## src/hw/rtl/cia_pkg.sv

```systemverilog
// Shared types and constants for the checked integer ALU.
// Used by cia_ctrl, cia_dp and checked_integer_alu_top; no dependencies.
`default_nettype none
package cia_pkg;
	localparam int OPC_W   = 3;
	localparam int FIELD_W = 64;
	localparam int STAT_W  = 2;

	localparam logic [OPC_W-1:0] OP_ADD = 3'd0;
	localparam logic [OPC_W-1:0] OP_SUB = 3'd1;
	localparam logic [OPC_W-1:0] OP_MUL = 3'd2;
	localparam logic [OPC_W-1:0] OP_POW = 3'd3;
	localparam logic [OPC_W-1:0] OP_DIV = 3'd4;

	localparam logic [STAT_W-1:0] ST_OK       = 2'd0;
	localparam logic [STAT_W-1:0] ST_OVERFLOW = 2'd1;
	localparam logic [STAT_W-1:0] ST_DIVZERO  = 2'd2;
	localparam logic [STAT_W-1:0] ST_NEGEXP   = 2'd3;

	// controller -> datapath
	typedef struct packed {
		logic load;      // capture a new transaction
		logic check;     // simple ops, special cases, loop setup
		logic fin_acc;   // power loop finished: result is the accumulator
		logic mul_init;
		logic mul_step;
		logic mul_check; // overflow test and accumulator update
		logic div_init;
		logic div_step;
		logic div_fin;
	} cmd_t;

	// datapath -> controller
	typedef struct packed {
		logic need_mul;
		logic need_div;
		logic pow_zero;  // no multiplies left
		logic bits_done; // last shift/add or shift/subtract step
		logic mul_ovf;
	} sts_t;
endpackage
`default_nettype wire

```

## src/hw/rtl/cia_ctrl.sv

```systemverilog
// Controller state machine of the checked integer ALU.
// Depends on cia_pkg for the command and status structs.
`default_nettype none
module cia_ctrl (
	input  wire logic           clk,
	input  wire logic           arst_n,
	input  wire logic           in_valid,
	input  wire logic           out_ready,
	input  wire cia_pkg::sts_t  sts,
	output cia_pkg::cmd_t       cmd,
	output logic                in_ready,
	output logic                out_valid
);
	typedef enum logic [7:0] {
		S_IDLE  = 8'b00000001,
		S_CHECK = 8'b00000010,
		S_MINIT = 8'b00000100,
		S_MUL   = 8'b00001000,
		S_MCHK  = 8'b00010000,
		S_DIV   = 8'b00100000,
		S_DFIN  = 8'b01000000,
		S_DONE  = 8'b10000000
	} state_t;

	state_t state_q, state_d;

	always_comb begin
		state_d = state_q;
		cmd     = '0;
		unique case (state_q)
			S_IDLE: begin
				if (in_valid) begin
					cmd.load = 1'b1;
					state_d  = S_CHECK;
				end
			end
			S_CHECK: begin
				cmd.check = 1'b1;
				if (sts.need_mul) state_d = S_MINIT;
				else if (sts.need_div) begin
					cmd.div_init = 1'b1;
					state_d      = S_DIV;
				end else state_d = S_DONE;
			end
			S_MINIT: begin
				if (sts.pow_zero) begin
					cmd.fin_acc = 1'b1;
					state_d     = S_DONE;
				end else begin
					cmd.mul_init = 1'b1;
					state_d      = S_MUL;
				end
			end
			S_MUL: begin
				cmd.mul_step = 1'b1;
				if (sts.bits_done) state_d = S_MCHK;
			end
			S_MCHK: begin
				cmd.mul_check = 1'b1;
				state_d       = sts.mul_ovf ? S_DONE : S_MINIT;
			end
			S_DIV: begin
				cmd.div_step = 1'b1;
				if (sts.bits_done) state_d = S_DFIN;
			end
			S_DFIN: begin
				cmd.div_fin = 1'b1;
				state_d     = S_DONE;
			end
			S_DONE: begin
				if (out_ready) state_d = S_IDLE;
			end
			default: state_d = S_IDLE;
		endcase
	end

	always_ff @(posedge clk or negedge arst_n) begin
		if (!arst_n) state_q <= S_IDLE;
		else state_q <= state_d;
	end

	assign in_ready  = (state_q == S_IDLE);
	assign out_valid = (state_q == S_DONE);
endmodule
`default_nettype wire

```

## src/hw/rtl/cia_dp.sv

```systemverilog
// Datapath of the checked integer ALU: operand registers, shift/add
// multiplier, restoring divider and result register. Depends on cia_pkg.
`default_nettype none
module cia_dp #(
	parameter int DATA_WIDTH = 64
) (
	input  wire logic                           clk,
	input  wire cia_pkg::cmd_t                  cmd,
	input  wire logic [cia_pkg::OPC_W-1:0]      opcode,
	input  wire logic [cia_pkg::FIELD_W-1:0]    operand_a,
	input  wire logic [cia_pkg::FIELD_W-1:0]    operand_b,
	output cia_pkg::sts_t                       sts,
	output logic signed [cia_pkg::FIELD_W-1:0]  value,
	output logic [cia_pkg::STAT_W-1:0]          status
);
	localparam int W  = DATA_WIDTH;
	localparam int CW = $clog2(W + 1);

	logic [cia_pkg::OPC_W-1:0] op_q;
	logic signed [W-1:0] a_q, b_q, acc_q, mulb_q, value_q;
	logic [cia_pkg::STAT_W-1:0] status_q;
	logic [W-1:0]   mcand_q, dvs_q, rem_q, quo_q;
	logic [2*W-1:0] prod_q;
	logic           neg_q;
	logic [CW-1:0]  cnt_q;
	logic [6:0]     pow_cnt_q;

	logic signed [W-1:0] min_w;
	logic [W:0]     add_s, sub_s, msum, shifted, diff;
	logic [W-1:0]   bm1, mag_acc, mag_b, mag_a, mag_bb, prod_lo;
	logic           add_ovf, sub_ovf, a_min, ovf_hi, ovf_lo;
	logic [W-1:0]   chk_val;
	logic [cia_pkg::STAT_W-1:0] chk_st;

	function automatic logic [W-1:0] mag(input logic [W-1:0] x);
		return x[W-1] ? (~x + W'(1)) : x;
	endfunction

	always_comb begin
		min_w   = {1'b1, {(W-1){1'b0}}};
		add_s   = {a_q[W-1], a_q} + {b_q[W-1], b_q};
		sub_s   = {a_q[W-1], a_q} - {b_q[W-1], b_q};
		add_ovf = add_s[W] != add_s[W-1];
		sub_ovf = sub_s[W] != sub_s[W-1];
		a_min   = (a_q == min_w);
		bm1     = b_q - W'(1);
		mag_acc = mag(acc_q);
		mag_b   = mag(mulb_q);
		mag_a   = mag(a_q);
		mag_bb  = mag(b_q);
		msum    = {1'b0, prod_q[2*W-1:W]} + (prod_q[0] ? {1'b0, mcand_q} : '0);
		shifted = {rem_q, quo_q[W-1]};
		diff    = shifted - {1'b0, dvs_q};
		prod_lo = prod_q[W-1:0];
		ovf_hi  = |prod_q[2*W-1:W];
		// magnitude limit is MAX, or MAX+1 for a negative product
		ovf_lo  = prod_lo[W-1] && (!neg_q || (|prod_lo[W-2:0]));

		chk_val = '0;
		chk_st  = cia_pkg::ST_OK;
		unique case (op_q)
			cia_pkg::OP_ADD: begin
				if (add_ovf) chk_st = cia_pkg::ST_OVERFLOW;
				else chk_val = add_s[W-1:0];
			end
			cia_pkg::OP_SUB: begin
				if (sub_ovf) chk_st = cia_pkg::ST_OVERFLOW;
				else chk_val = sub_s[W-1:0];
			end
			cia_pkg::OP_MUL: ;
			cia_pkg::OP_POW: begin
				priority if (b_q[W-1]) chk_st = cia_pkg::ST_NEGEXP;
				else if (b_q == '0) chk_val = W'(1);
				else if (a_q == '1) chk_val = b_q[0] ? '1 : W'(1);
				else chk_val = a_q;
			end
			cia_pkg::OP_DIV: begin
				if (b_q == '0) chk_st = cia_pkg::ST_DIVZERO;
				else if (a_min && (b_q == '1)) chk_st = cia_pkg::ST_OVERFLOW;
			end
			default: ;
		endcase
	end

	assign sts.need_mul  = (op_q == cia_pkg::OP_MUL) ||
		((op_q == cia_pkg::OP_POW) && !b_q[W-1] && (b_q != '0) &&
		 (a_q != '0) && (a_q != W'(1)) && (a_q != '1));
	assign sts.need_div  = (op_q == cia_pkg::OP_DIV) && (b_q != '0) &&
		!(a_min && (b_q == '1));
	assign sts.pow_zero  = (pow_cnt_q == '0);
	assign sts.bits_done = (cnt_q == CW'(1));
	assign sts.mul_ovf   = ovf_hi || ovf_lo;

	always_ff @(posedge clk) begin
		if (cmd.load) begin
			op_q <= opcode;
			a_q  <= operand_a[W-1:0];
			b_q  <= operand_b[W-1:0];
		end
		if (cmd.check) begin
			value_q  <= chk_val;
			status_q <= chk_st;
			acc_q    <= a_q;
			if (op_q == cia_pkg::OP_MUL) begin
				mulb_q    <= b_q;
				pow_cnt_q <= 7'd1;
			end else begin
				mulb_q    <= a_q;
				pow_cnt_q <= (bm1 > W'(64)) ? 7'd64 : 7'(bm1);
			end
		end
		if (cmd.fin_acc) begin
			value_q  <= acc_q;
			status_q <= cia_pkg::ST_OK;
		end
		if (cmd.mul_init) begin
			mcand_q <= mag_acc;
			prod_q  <= {{W{1'b0}}, mag_b};
			neg_q   <= acc_q[W-1] ^ mulb_q[W-1];
			cnt_q   <= CW'(W);
		end
		if (cmd.mul_step) begin
			prod_q <= {msum, prod_q[W-1:1]};
			cnt_q  <= cnt_q - CW'(1);
		end
		if (cmd.mul_check) begin
			if (ovf_hi || ovf_lo) begin
				value_q  <= '0;
				status_q <= cia_pkg::ST_OVERFLOW;
			end else begin
				acc_q     <= neg_q ? (~prod_lo + W'(1)) : prod_lo;
				pow_cnt_q <= pow_cnt_q - 7'd1;
			end
		end
		if (cmd.div_init) begin
			quo_q <= mag_a;
			dvs_q <= mag_bb;
			rem_q <= '0;
			neg_q <= a_q[W-1] ^ b_q[W-1];
			cnt_q <= CW'(W);
		end
		if (cmd.div_step) begin
			rem_q <= diff[W] ? shifted[W-1:0] : diff[W-1:0];
			quo_q <= {quo_q[W-2:0], ~diff[W]};
			cnt_q <= cnt_q - CW'(1);
		end
		if (cmd.div_fin) begin
			value_q  <= neg_q ? (~quo_q + W'(1)) : quo_q;
			status_q <= cia_pkg::ST_OK;
		end
	end

	assign value  = cia_pkg::FIELD_W'(value_q);
	assign status = status_q;
endmodule
`default_nettype wire

```

## src/hw/rtl/checked_integer_alu_top.sv

```systemverilog
// Checked signed integer ALU, top level.
// Instantiates cia_ctrl and cia_dp; depends on cia_pkg.
//
// Usage: one transaction on the s_ group carries opcode and two operands;
// exactly one transaction on the m_ group returns value and status. Operands
// are taken at DATA_WIDTH bits, sign-extended from bit DATA_WIDTH-1, and the
// value is returned sign-extended to 64 bits, 0 whenever status is not ok.
// One transaction is in flight at a time: s_tready is high only when idle.
// Add, subtract and the special cases finish in the check state; multiply
// makes one checked multiply; divide takes one restoring step a cycle; power
// makes one checked multiply per loop pass on the shared shift/add
// multiplier, up to 64 multiplies, ending at the first overflow.
// The result register holds while m_tready is low; the next transaction can be
// accepted the cycle after the result is taken.
// Reset returns the controller to idle with no result pending.
`default_nettype none
module checked_integer_alu_top #(
	parameter int DATA_WIDTH = 64
) (
	input  wire logic         clk,
	input  wire logic         arst_n,
	input  wire logic         s_tvalid,
	output logic              s_tready,
	// [2:0] opcode, [66:3] operand_a, [130:67] operand_b, [135:131] zero
	input  wire logic [135:0] s_tdata,
	output logic              m_tvalid,
	input  wire logic         m_tready,
	// [63:0] value, [65:64] status, [71:66] zero
	output logic [71:0]       m_tdata
);
	cia_pkg::cmd_t cmd;
	cia_pkg::sts_t sts;
	logic signed [cia_pkg::FIELD_W-1:0] value;
	logic [cia_pkg::STAT_W-1:0]         status;

	cia_ctrl u_ctrl (
		.clk       (clk),
		.arst_n    (arst_n),
		.in_valid  (s_tvalid),
		.out_ready (m_tready),
		.sts       (sts),
		.cmd       (cmd),
		.in_ready  (s_tready),
		.out_valid (m_tvalid)
	);

	cia_dp #(.DATA_WIDTH(DATA_WIDTH)) u_dp (
		.clk       (clk),
		.cmd       (cmd),
		.opcode    (s_tdata[2:0]),
		.operand_a (s_tdata[66:3]),
		.operand_b (s_tdata[130:67]),
		.sts       (sts),
		.value     (value),
		.status    (status)
	);

	assign m_tdata = {6'd0, status, value};
endmodule
`default_nettype wire

```

## config.mk

```make
export PLATFORM = sky130hd
export DESIGN_NAME = checked_integer_alu_top
export DESIGN_NICKNAME = d
export VERILOG_FILES = /design/src/hw/rtl/cia_pkg.sv /design/src/hw/rtl/cia_ctrl.sv /design/src/hw/rtl/cia_dp.sv /design/src/hw/rtl/checked_integer_alu_top.sv
export SDC_FILE = /design/constraint.sdc
export NUM_CORES = 2
export LEC_CHECK = 0
export BUFFER_PORTS_ARGS = -buffer_cell sky130_fd_sc_hd__buf_2
export CAP_MARGIN = 25
export CORE_AREA = 2 2 369 371
export CTS_CLUSTER_SIZE = 25
export DETAILED_ROUTE_END_ITERATION = 8
export DIE_AREA = 0 0 371 373
export GPL_TIMING_DRIVEN = 0
export REMOVE_ABC_BUFFERS = 1
export SKIP_LAST_GASP = 1
export SLEW_MARGIN = 30
export SYNTH_ARGS = -nofsm -noshare
export SYNTH_HDL_FRONTEND = slang
export SYNTH_SLANG_ARGS = --single-unit
```

## constraint.sdc

```tcl
create_clock -name clk -period 10.3 [get_ports clk]
set_input_delay 1.545 -clock clk [delete_from_list [all_inputs] [get_ports clk]]
set_output_delay 1.545 -clock clk [all_outputs]
set_load 0.01 [all_outputs]
```

# --- Yosys cells after proc, flatten, opt, wreduce, memory -nomap -nowiden ---
# Index checks and enable logic that the tools add are counted.
classes:
  n_addsub: 13
  order_cmp: 1
  n_eq_ne: 24
  muxes: 73
  bitwise_logic: 9
  n_reduce_logical: 27
ops:
  columns: ["cell", "n"]
  rows:
  - ["$mux 64", 25]
  - ["$add 64x1->64 const B", 6]
  - ["$not 64->64", 6]
  - ["$mux 128", 2]
  - ["$eq 64x64->1 const B", 3]
  - ["$pmux 64 s3", 1]
  - ["$reduce_bool 64->1", 2]
  - ["$mux 63", 2]
  - ["$add 64x64->65", 1]
  - ["$add 64x65->65", 1]
  - ["$sub 64x64->65", 1]
  - ["$sub 65x64->65", 1]
  - ["$gt 64x7->1 const B", 1]
  - ["$logic_not 64->1", 1]
  - ["$mux 8", 8]
  - ["$ne 64x2->1 const B", 1]
  - ["$ne 64x64->1 const B", 1]
  - ["$pmux 8 s8", 1]
  - ["$reduce_or 64->1", 1]
  - ["$sub 64x2->64 const B", 1]
  - ["$mux 7", 9]
  - ["$reduce_or 63->1", 1]
  - ["$mux 1", 17]
  - ["$mux 2", 7]
  - ["27 further kinds", 47]
word_totals:
  ff_bits: 732
  inputBits: 140
  output_inout_bits: 74
  wordCells: 165

# --- Depth between registers and ports, before layout ---
depth:
  ltp_word: 11
  ltp_mapped: 26

# --- By module ---
# A second synthesis with hierarchy kept.
hier_totals:
  cells_unflattened: 6139
  hier_area_um2: 54601.1
by_module_without_submodules:
  columns: ["mod", "n_inst", "cells_per_inst", "area_each_um2", "seq_area_each_um2"]
  rows:
  - ["cia_dp", 1, 6074, 54001.8, 20369.5]
  - ["cia_ctrl", 1, 58, 550.5, 201.4]
  - ["checked_integer_alu_top", 1, 7, 48.8, 0.0]

# --- Worst setup path after synthesis ---
# OpenSTA, ideal clock, no wires.
synth_path:
  kind: "reg-to-reg"
  from: "reg u_dp.a_q[5]"
  to: "reg u_dp.quo_q[0] (enable)"
  arrival_time_ns: 5.163
  required_time_ns: 9.188
  path_slack_ns: 4.025
  path_stages_with_launch: 11
  path_buffers: 1
  path_cell_list: "edfxtp_1 -> clkbuf_1 -> or4_1 -> nor4_1 -> nand4b_1 -> or2_2 -> inv_1 -> nand3_1 -> or3_1 -> nand3_1 -> nand2_1"
synth_via:
  elab_chain_len: 8
  word_cells_on_any_way: 15
  cone_classes: "eq/ne (3); mux (3); reduce/logical (9)"
synth_rtl:
  columns: ["item", "line_no", "rtl"]
  rows:
  - ["start: declaration", "cia_dp.sv:20", "logic signed [W-1:0] a_q, b_q, acc_q, mulb_q, value_q;"]
  - ["start signal: assignment", "cia_dp.sv:97", "a_q <= operand_a[W-1:0];"]
  - ["$eq 64x64->1 or $reduce_bool 64->1 (tied branches)", "cia_dp.sv:45, cia_dp.sv:87", null]
  - ["$logic_and 1x1->1, on equally long branches", "cia_dp.sv:89, cia_dp.sv:86", null]
  - ["$logic_not 1->1 or $logic_and 1x1->1 (tied branches)", "cia_dp.sv:89, cia_dp.sv:87", null]
  - ["$logic_and 1x1->1, on equally long branches", "cia_dp.sv:88, cia_dp.sv:87", null]
  - ["$mux 1 or $logic_or 1x1->1 (tied branches)", "cia_ctrl.sv:40, cia_dp.sv:85", null]
  - ["$mux 1 (*)", "cia_ctrl.sv:39", "if (sts.need_mul) state_d = S_MINIT;"]
  - ["$mux 1 (*)", "cia_ctrl.sv:30", "unique case (state_q)"]
  - ["$reduce_bool 2->1 (no source line) (*)", null, null]
  - ["end signal: assignment", "cia_dp.sv:136", "quo_q <= mag_a;"]
  - ["end signal: assignment", "cia_dp.sv:144", "quo_q <= {quo_q[W-2:0], ~diff[W]};"]
  - ["end: declaration", "cia_dp.sv:22", "logic [W-1:0] mcand_q, dvs_q, rem_q, quo_q;"]
# Mark *: on every way between the ends. The rest lies on a longest branch, timed or not.
# A chain may end at the register's enable or synchronous reset.

# --- Worst setup path in the final report ---
layout_path:
  from: "reg u_dp.b_q[24]"
  to: "reg u_dp.value_q[0] (netlist: u_dp.value[0])"
layout_via:
  elab_chain_len: 9
  word_cells_on_any_way: 15
  cone_classes: "add/sub (2); eq/ne (2); mux (10); reduce/logical (1)"
layout_rtl:
  columns: ["item", "line_no", "rtl"]
  rows:
  - ["start: declaration", "cia_dp.sv:20", null]
  - ["start signal: assignment", "cia_dp.sv:98", "b_q <= operand_b[W-1:0];"]
  - ["$sub 64x64->65 (tied with other cells)", "cia_dp.sv:42", "sub_s = {a_q[W-1], a_q} - {b_q[W-1], b_q};"]
  - ["$ne 1x1->1 (tied with other cells)", "cia_dp.sv:44", "sub_ovf = sub_s[W] != sub_s[W-1];"]
  - ["$mux 64, on equally long branches", "cia_dp.sv:67, cia_dp.sv:63, cia_dp.sv:72", null]
  - ["$pmux 64 s3 (*)", "cia_dp.sv:61", "unique case (op_q)"]
  - ["$mux 64 (*)", "cia_dp.sv:100", "if (cmd.check) begin"]
  - ["$mux 64 (*)", "cia_dp.sv:112", "if (cmd.fin_acc) begin"]
  - ["$mux 64", "cia_dp.sv:127", "if (ovf_hi || ovf_lo) begin"]
  - ["$mux 64 (*)", "cia_dp.sv:126", "if (cmd.mul_check) begin"]
  - ["$mux 64 (*)", "cia_dp.sv:147", "if (cmd.div_fin) begin"]
  - ["end signal: assignment", "cia_dp.sv:101", "value_q <= chk_val;"]
  - ["end signal: assignment", "cia_dp.sv:113", "value_q <= acc_q;"]
  - ["end signal: assignment", "cia_dp.sv:148", "value_q <= neg_q ? (~quo_q + W'(1)) : quo_q;"]
  - ["end: declaration", "cia_dp.sv:20", null]
# Marked as above.

==> results.json <==
{
  "status": "finished, final reports clean",
  "drv_slew": 0,
  "yosysSeqAreaShare": 0.385,
  "crit_path_start_kind": "flip-flop",
  "synth_top_area_share": 0.330,
  "area_delta_synth_final_pct": 12.9,
  "synthFlopType": "edfxtp_1",
  "setup_viol": 0,
  "routed_wl_um": 211000,
  "clock-sinks": 732,
  "drt_iter0_markers": 6066,
  "cts_buffers": 91,
  "synth.avg_cell_area_um2": 8.72,
  "cts_max_path_buffers": 3,
  "fill_cells": 13072,
  "synth_compound_area_frac": 0.219,
  "cts_setup_buffers": 0,
  "post_drt_via_cell_ratio": 6.20,
  "layout.cells.non_filler": 8038,
  "met3_usage": 0.0505,
  "dieArea_um2": 138000,
  "crit_slowest_cell": "o41ai_2",
  "grt_pass1_vias": 45836,
  "synth_edf_count": 587,
  "clk_pin_slew_ns": 0.06,
  "drive_above_1_share": 0.0967,
  "worst_pin_slew_ns": 1.07,
  "skew_ns": 0.0480,
  "regArea_um2": 20600,
  "dr.pass1.iters": 6,
  "synth_top_family_by_area": "compound AO/OA/AOI/OAI gates",
  "cts_resized": 0,
  "final.setup.tns_ns": 0,
  "leakage_nw": 22.5,
  "required_ns": 10.95,
  "post_dp_cell_area_um2": 57200,
  "r2r_cells": 28,
  "period_share": 0.845,
  "synth.distinct_cells": 90,
  "portBuffers": 202,
  "grt_max_degree": 89,
  "arrival_ns": 9.35,
  "synth_fa_ha_area_frac": 0.0649,
  "fp.dieW_um": 371,
  "multiInputGateArea_um2": 30700,
  "hold_path_class": "flip-flop to flip-flop",
  "start_util": 0.397,
  "design_area_um2": 60400,
  "wire_per_inst_um": 26.3,
  "h-tree-depth": 3,
  "cp_slowest_stage_delay_ns": 0.77,
  "cp_common_cell": "buf_2",
  "die_y_um": 373,
  "r2r-start": "u_dp.b_q[24]",
  "cts_tree": "built",
  "clock-root-buffer": "clkbuf_16",
  "drv_cap": 0,
  "place_inst": 7867,
  "relSlewSlack": 0.282,
  "critPathKind": "flip-flop to flip-flop",
  "grt_pass1_wl_um": 308000,
  "rows": 135,
  "final_nets": 6594,
  "hp-start": "u_dp.acc_q[35]",
  "post-route-min-period_ns": 8.70,
  "dp.final_hpwl_um": 166000,
  "grt.total_usage": 0.296,
  "gr-total-overflow": 0,
  "crit_fanout": 11,
  "yosysTopAreaCell": "edfxtp_1",
  "met2_usage": 0.448,
  "critPathLaunch": "u_dp.b_q[24]",
  "ys_ff_latch": 732,
  "yosysWarnings": 0,
  "hold_viol": 0,
  "yosys.area_share.simple": 0.183,
  "vdd_drop_max_mv": 0.187,
  "syn-cell-area_um2": 53400,
  "vias": 49844,
  "hold_depth": 2,
  "rsz0062_at_grt": "no",
  "max_freq_mhz": 115,
  "syn_inst": 6130,
  "path_buf_inv": 10,
  "drc": 0,
  "crit_path_end_kind": "flip-flop",
  "synth_common_cells": "678 x nand2_1, 587 x edfxtp_1, 540 x o21ai_0",
  "antenna_found_initial": 8,
  "grt-busiest-layer": "met2",
  "synth-xor-area-share": 0.0898,
  "io_pins": 214,
  "hold_buffers": 0,
  "cp_top_family": "compound AO/OA/AOI/OAI gates",
  "place_congestion": 0.971,
  "core_area_um2": 135000,
  "ant_nets": 0,
  "crit_cells": 28,
  "clk_latency_ns": 0.74,
  "synth_mux_area_frac": 0.0124,
  "p_per_area_nw_per_um2": 223,
  "synth.most_common_cell": "nand2_1",
  "grt_use_met1": 0.414,
  "ys_top_cells_by_area": "edfxtp_1 33%, ha_1 6.3%, xnor2_1 5.6%",
  "ys_async_sr_fraction": 0.0109
}
-- power breakdown --
group	internal [mW]	switching, mW	total [mW]	leakage (nW)
registers	3.89	1.06	4.95	6.57
logic	1.88	3.22	5.10	14.4
clock network	1.99	1.43	3.42	1.56
total	7.77	5.71	13.5	22.5
-- final cells by class --
class	instances	area share
Timing Repair Buffer	341	0.0452
Sequential cell	732	0.341
Antenna cell	1	0.0000415
Inverter	258	0.0163
Clock inverter	48	0.00922
Clock buffer	122	0.0429
Multi-Input combinational cell	4755	0.509
Tap cell	1781	0.0369
-- state kept, by name, summed over array words and instances, names as in the netlist, 2 cells and up --
signal,flops
u_dp.prod_q,128
u_dp.status,2
u_ctrl.state_q,8
u_dp.mcand_q,64
u_dp.acc_q,64
u_dp.rem_q,64
u_dp.b_q,64
u_dp.value,64
u_dp.op_q,3
u_dp.quo_q,64
u_dp.a_q,64
u_dp.dvs_q,64
u_dp.pow_cnt_q,7
u_dp.mulb_q,64
u_dp.cnt_q,7
-- final timing paths --
kind	endpoint	slack [ns]
min in group asynchronous	u_ctrl.state_q[1]	0.66
max	u_dp.value[0]	1.60
min	u_dp.acc_q[35]	0.52
max reg2reg	u_dp.value[0]	1.60
max in group asynchronous	u_ctrl.state_q[0]	9.40
min reg2reg	u_dp.acc_q[35]	0.52
-- routing by layer --
layer	wire, um	part of all wire	vias up
met5	39	0.00018	-
met4	10100	0.048	6
met3	18400	0.087	431
met2	91500	0.43	2488
met1	91000	0.43	24158
li1	-	-	22761
-- per-stage QoR --
stage / total power [mW] / setup slack, ns / hold slack, ns / util
after floorplan: 7.79 / 1.08 / 0.475 / -
after global placement: 9.84 / -7.95 / 0.504 / 0.410
after detailed placement: 9.93 / 1.85 / 0.514 / 0.425
after CTS: 13.4 / 1.80 / 0.522 / 0.448
after global routing: 14.1 / 1.28 / 0.556 / 0.448
final: 13.5 / 1.60 / 0.523 / 0.448
-- worst register-to-register path: cells and delay by family, from the launching register on --
family          cells  cell delay, ns
simple gates        4            0.98
xor+xnor            1            0.18
compound gates     11            3.39
flops               1            0.74
buf+inv            10            2.42
fa+ha+maj           2            0.93
-- layout by cell type, fill, tap and decap left out, types with 133 or more instances in the layout --
master	count
inv_1	252
nor2_1	463
dfxtp_1	136
buf_2	228
a21oi_1	400
nand2_1	672
edfxtp_1	587
xnor2_1	342
xor2_1	205
o21ai_0	538
o31ai_1	133
ha_1	271
-- logic make-up after synthesis --
family / after synthesis
AND/OR/NAND/NOR: 2024
AO/OA/AOI/OAI: 1836
flip-flops: 732
buffers and inverters: 648
XOR/XNOR: 548
adder cells (fa/ha/maj): 275
multiplexers: 66
other: 1
Power figures use the tool's default switching activity.
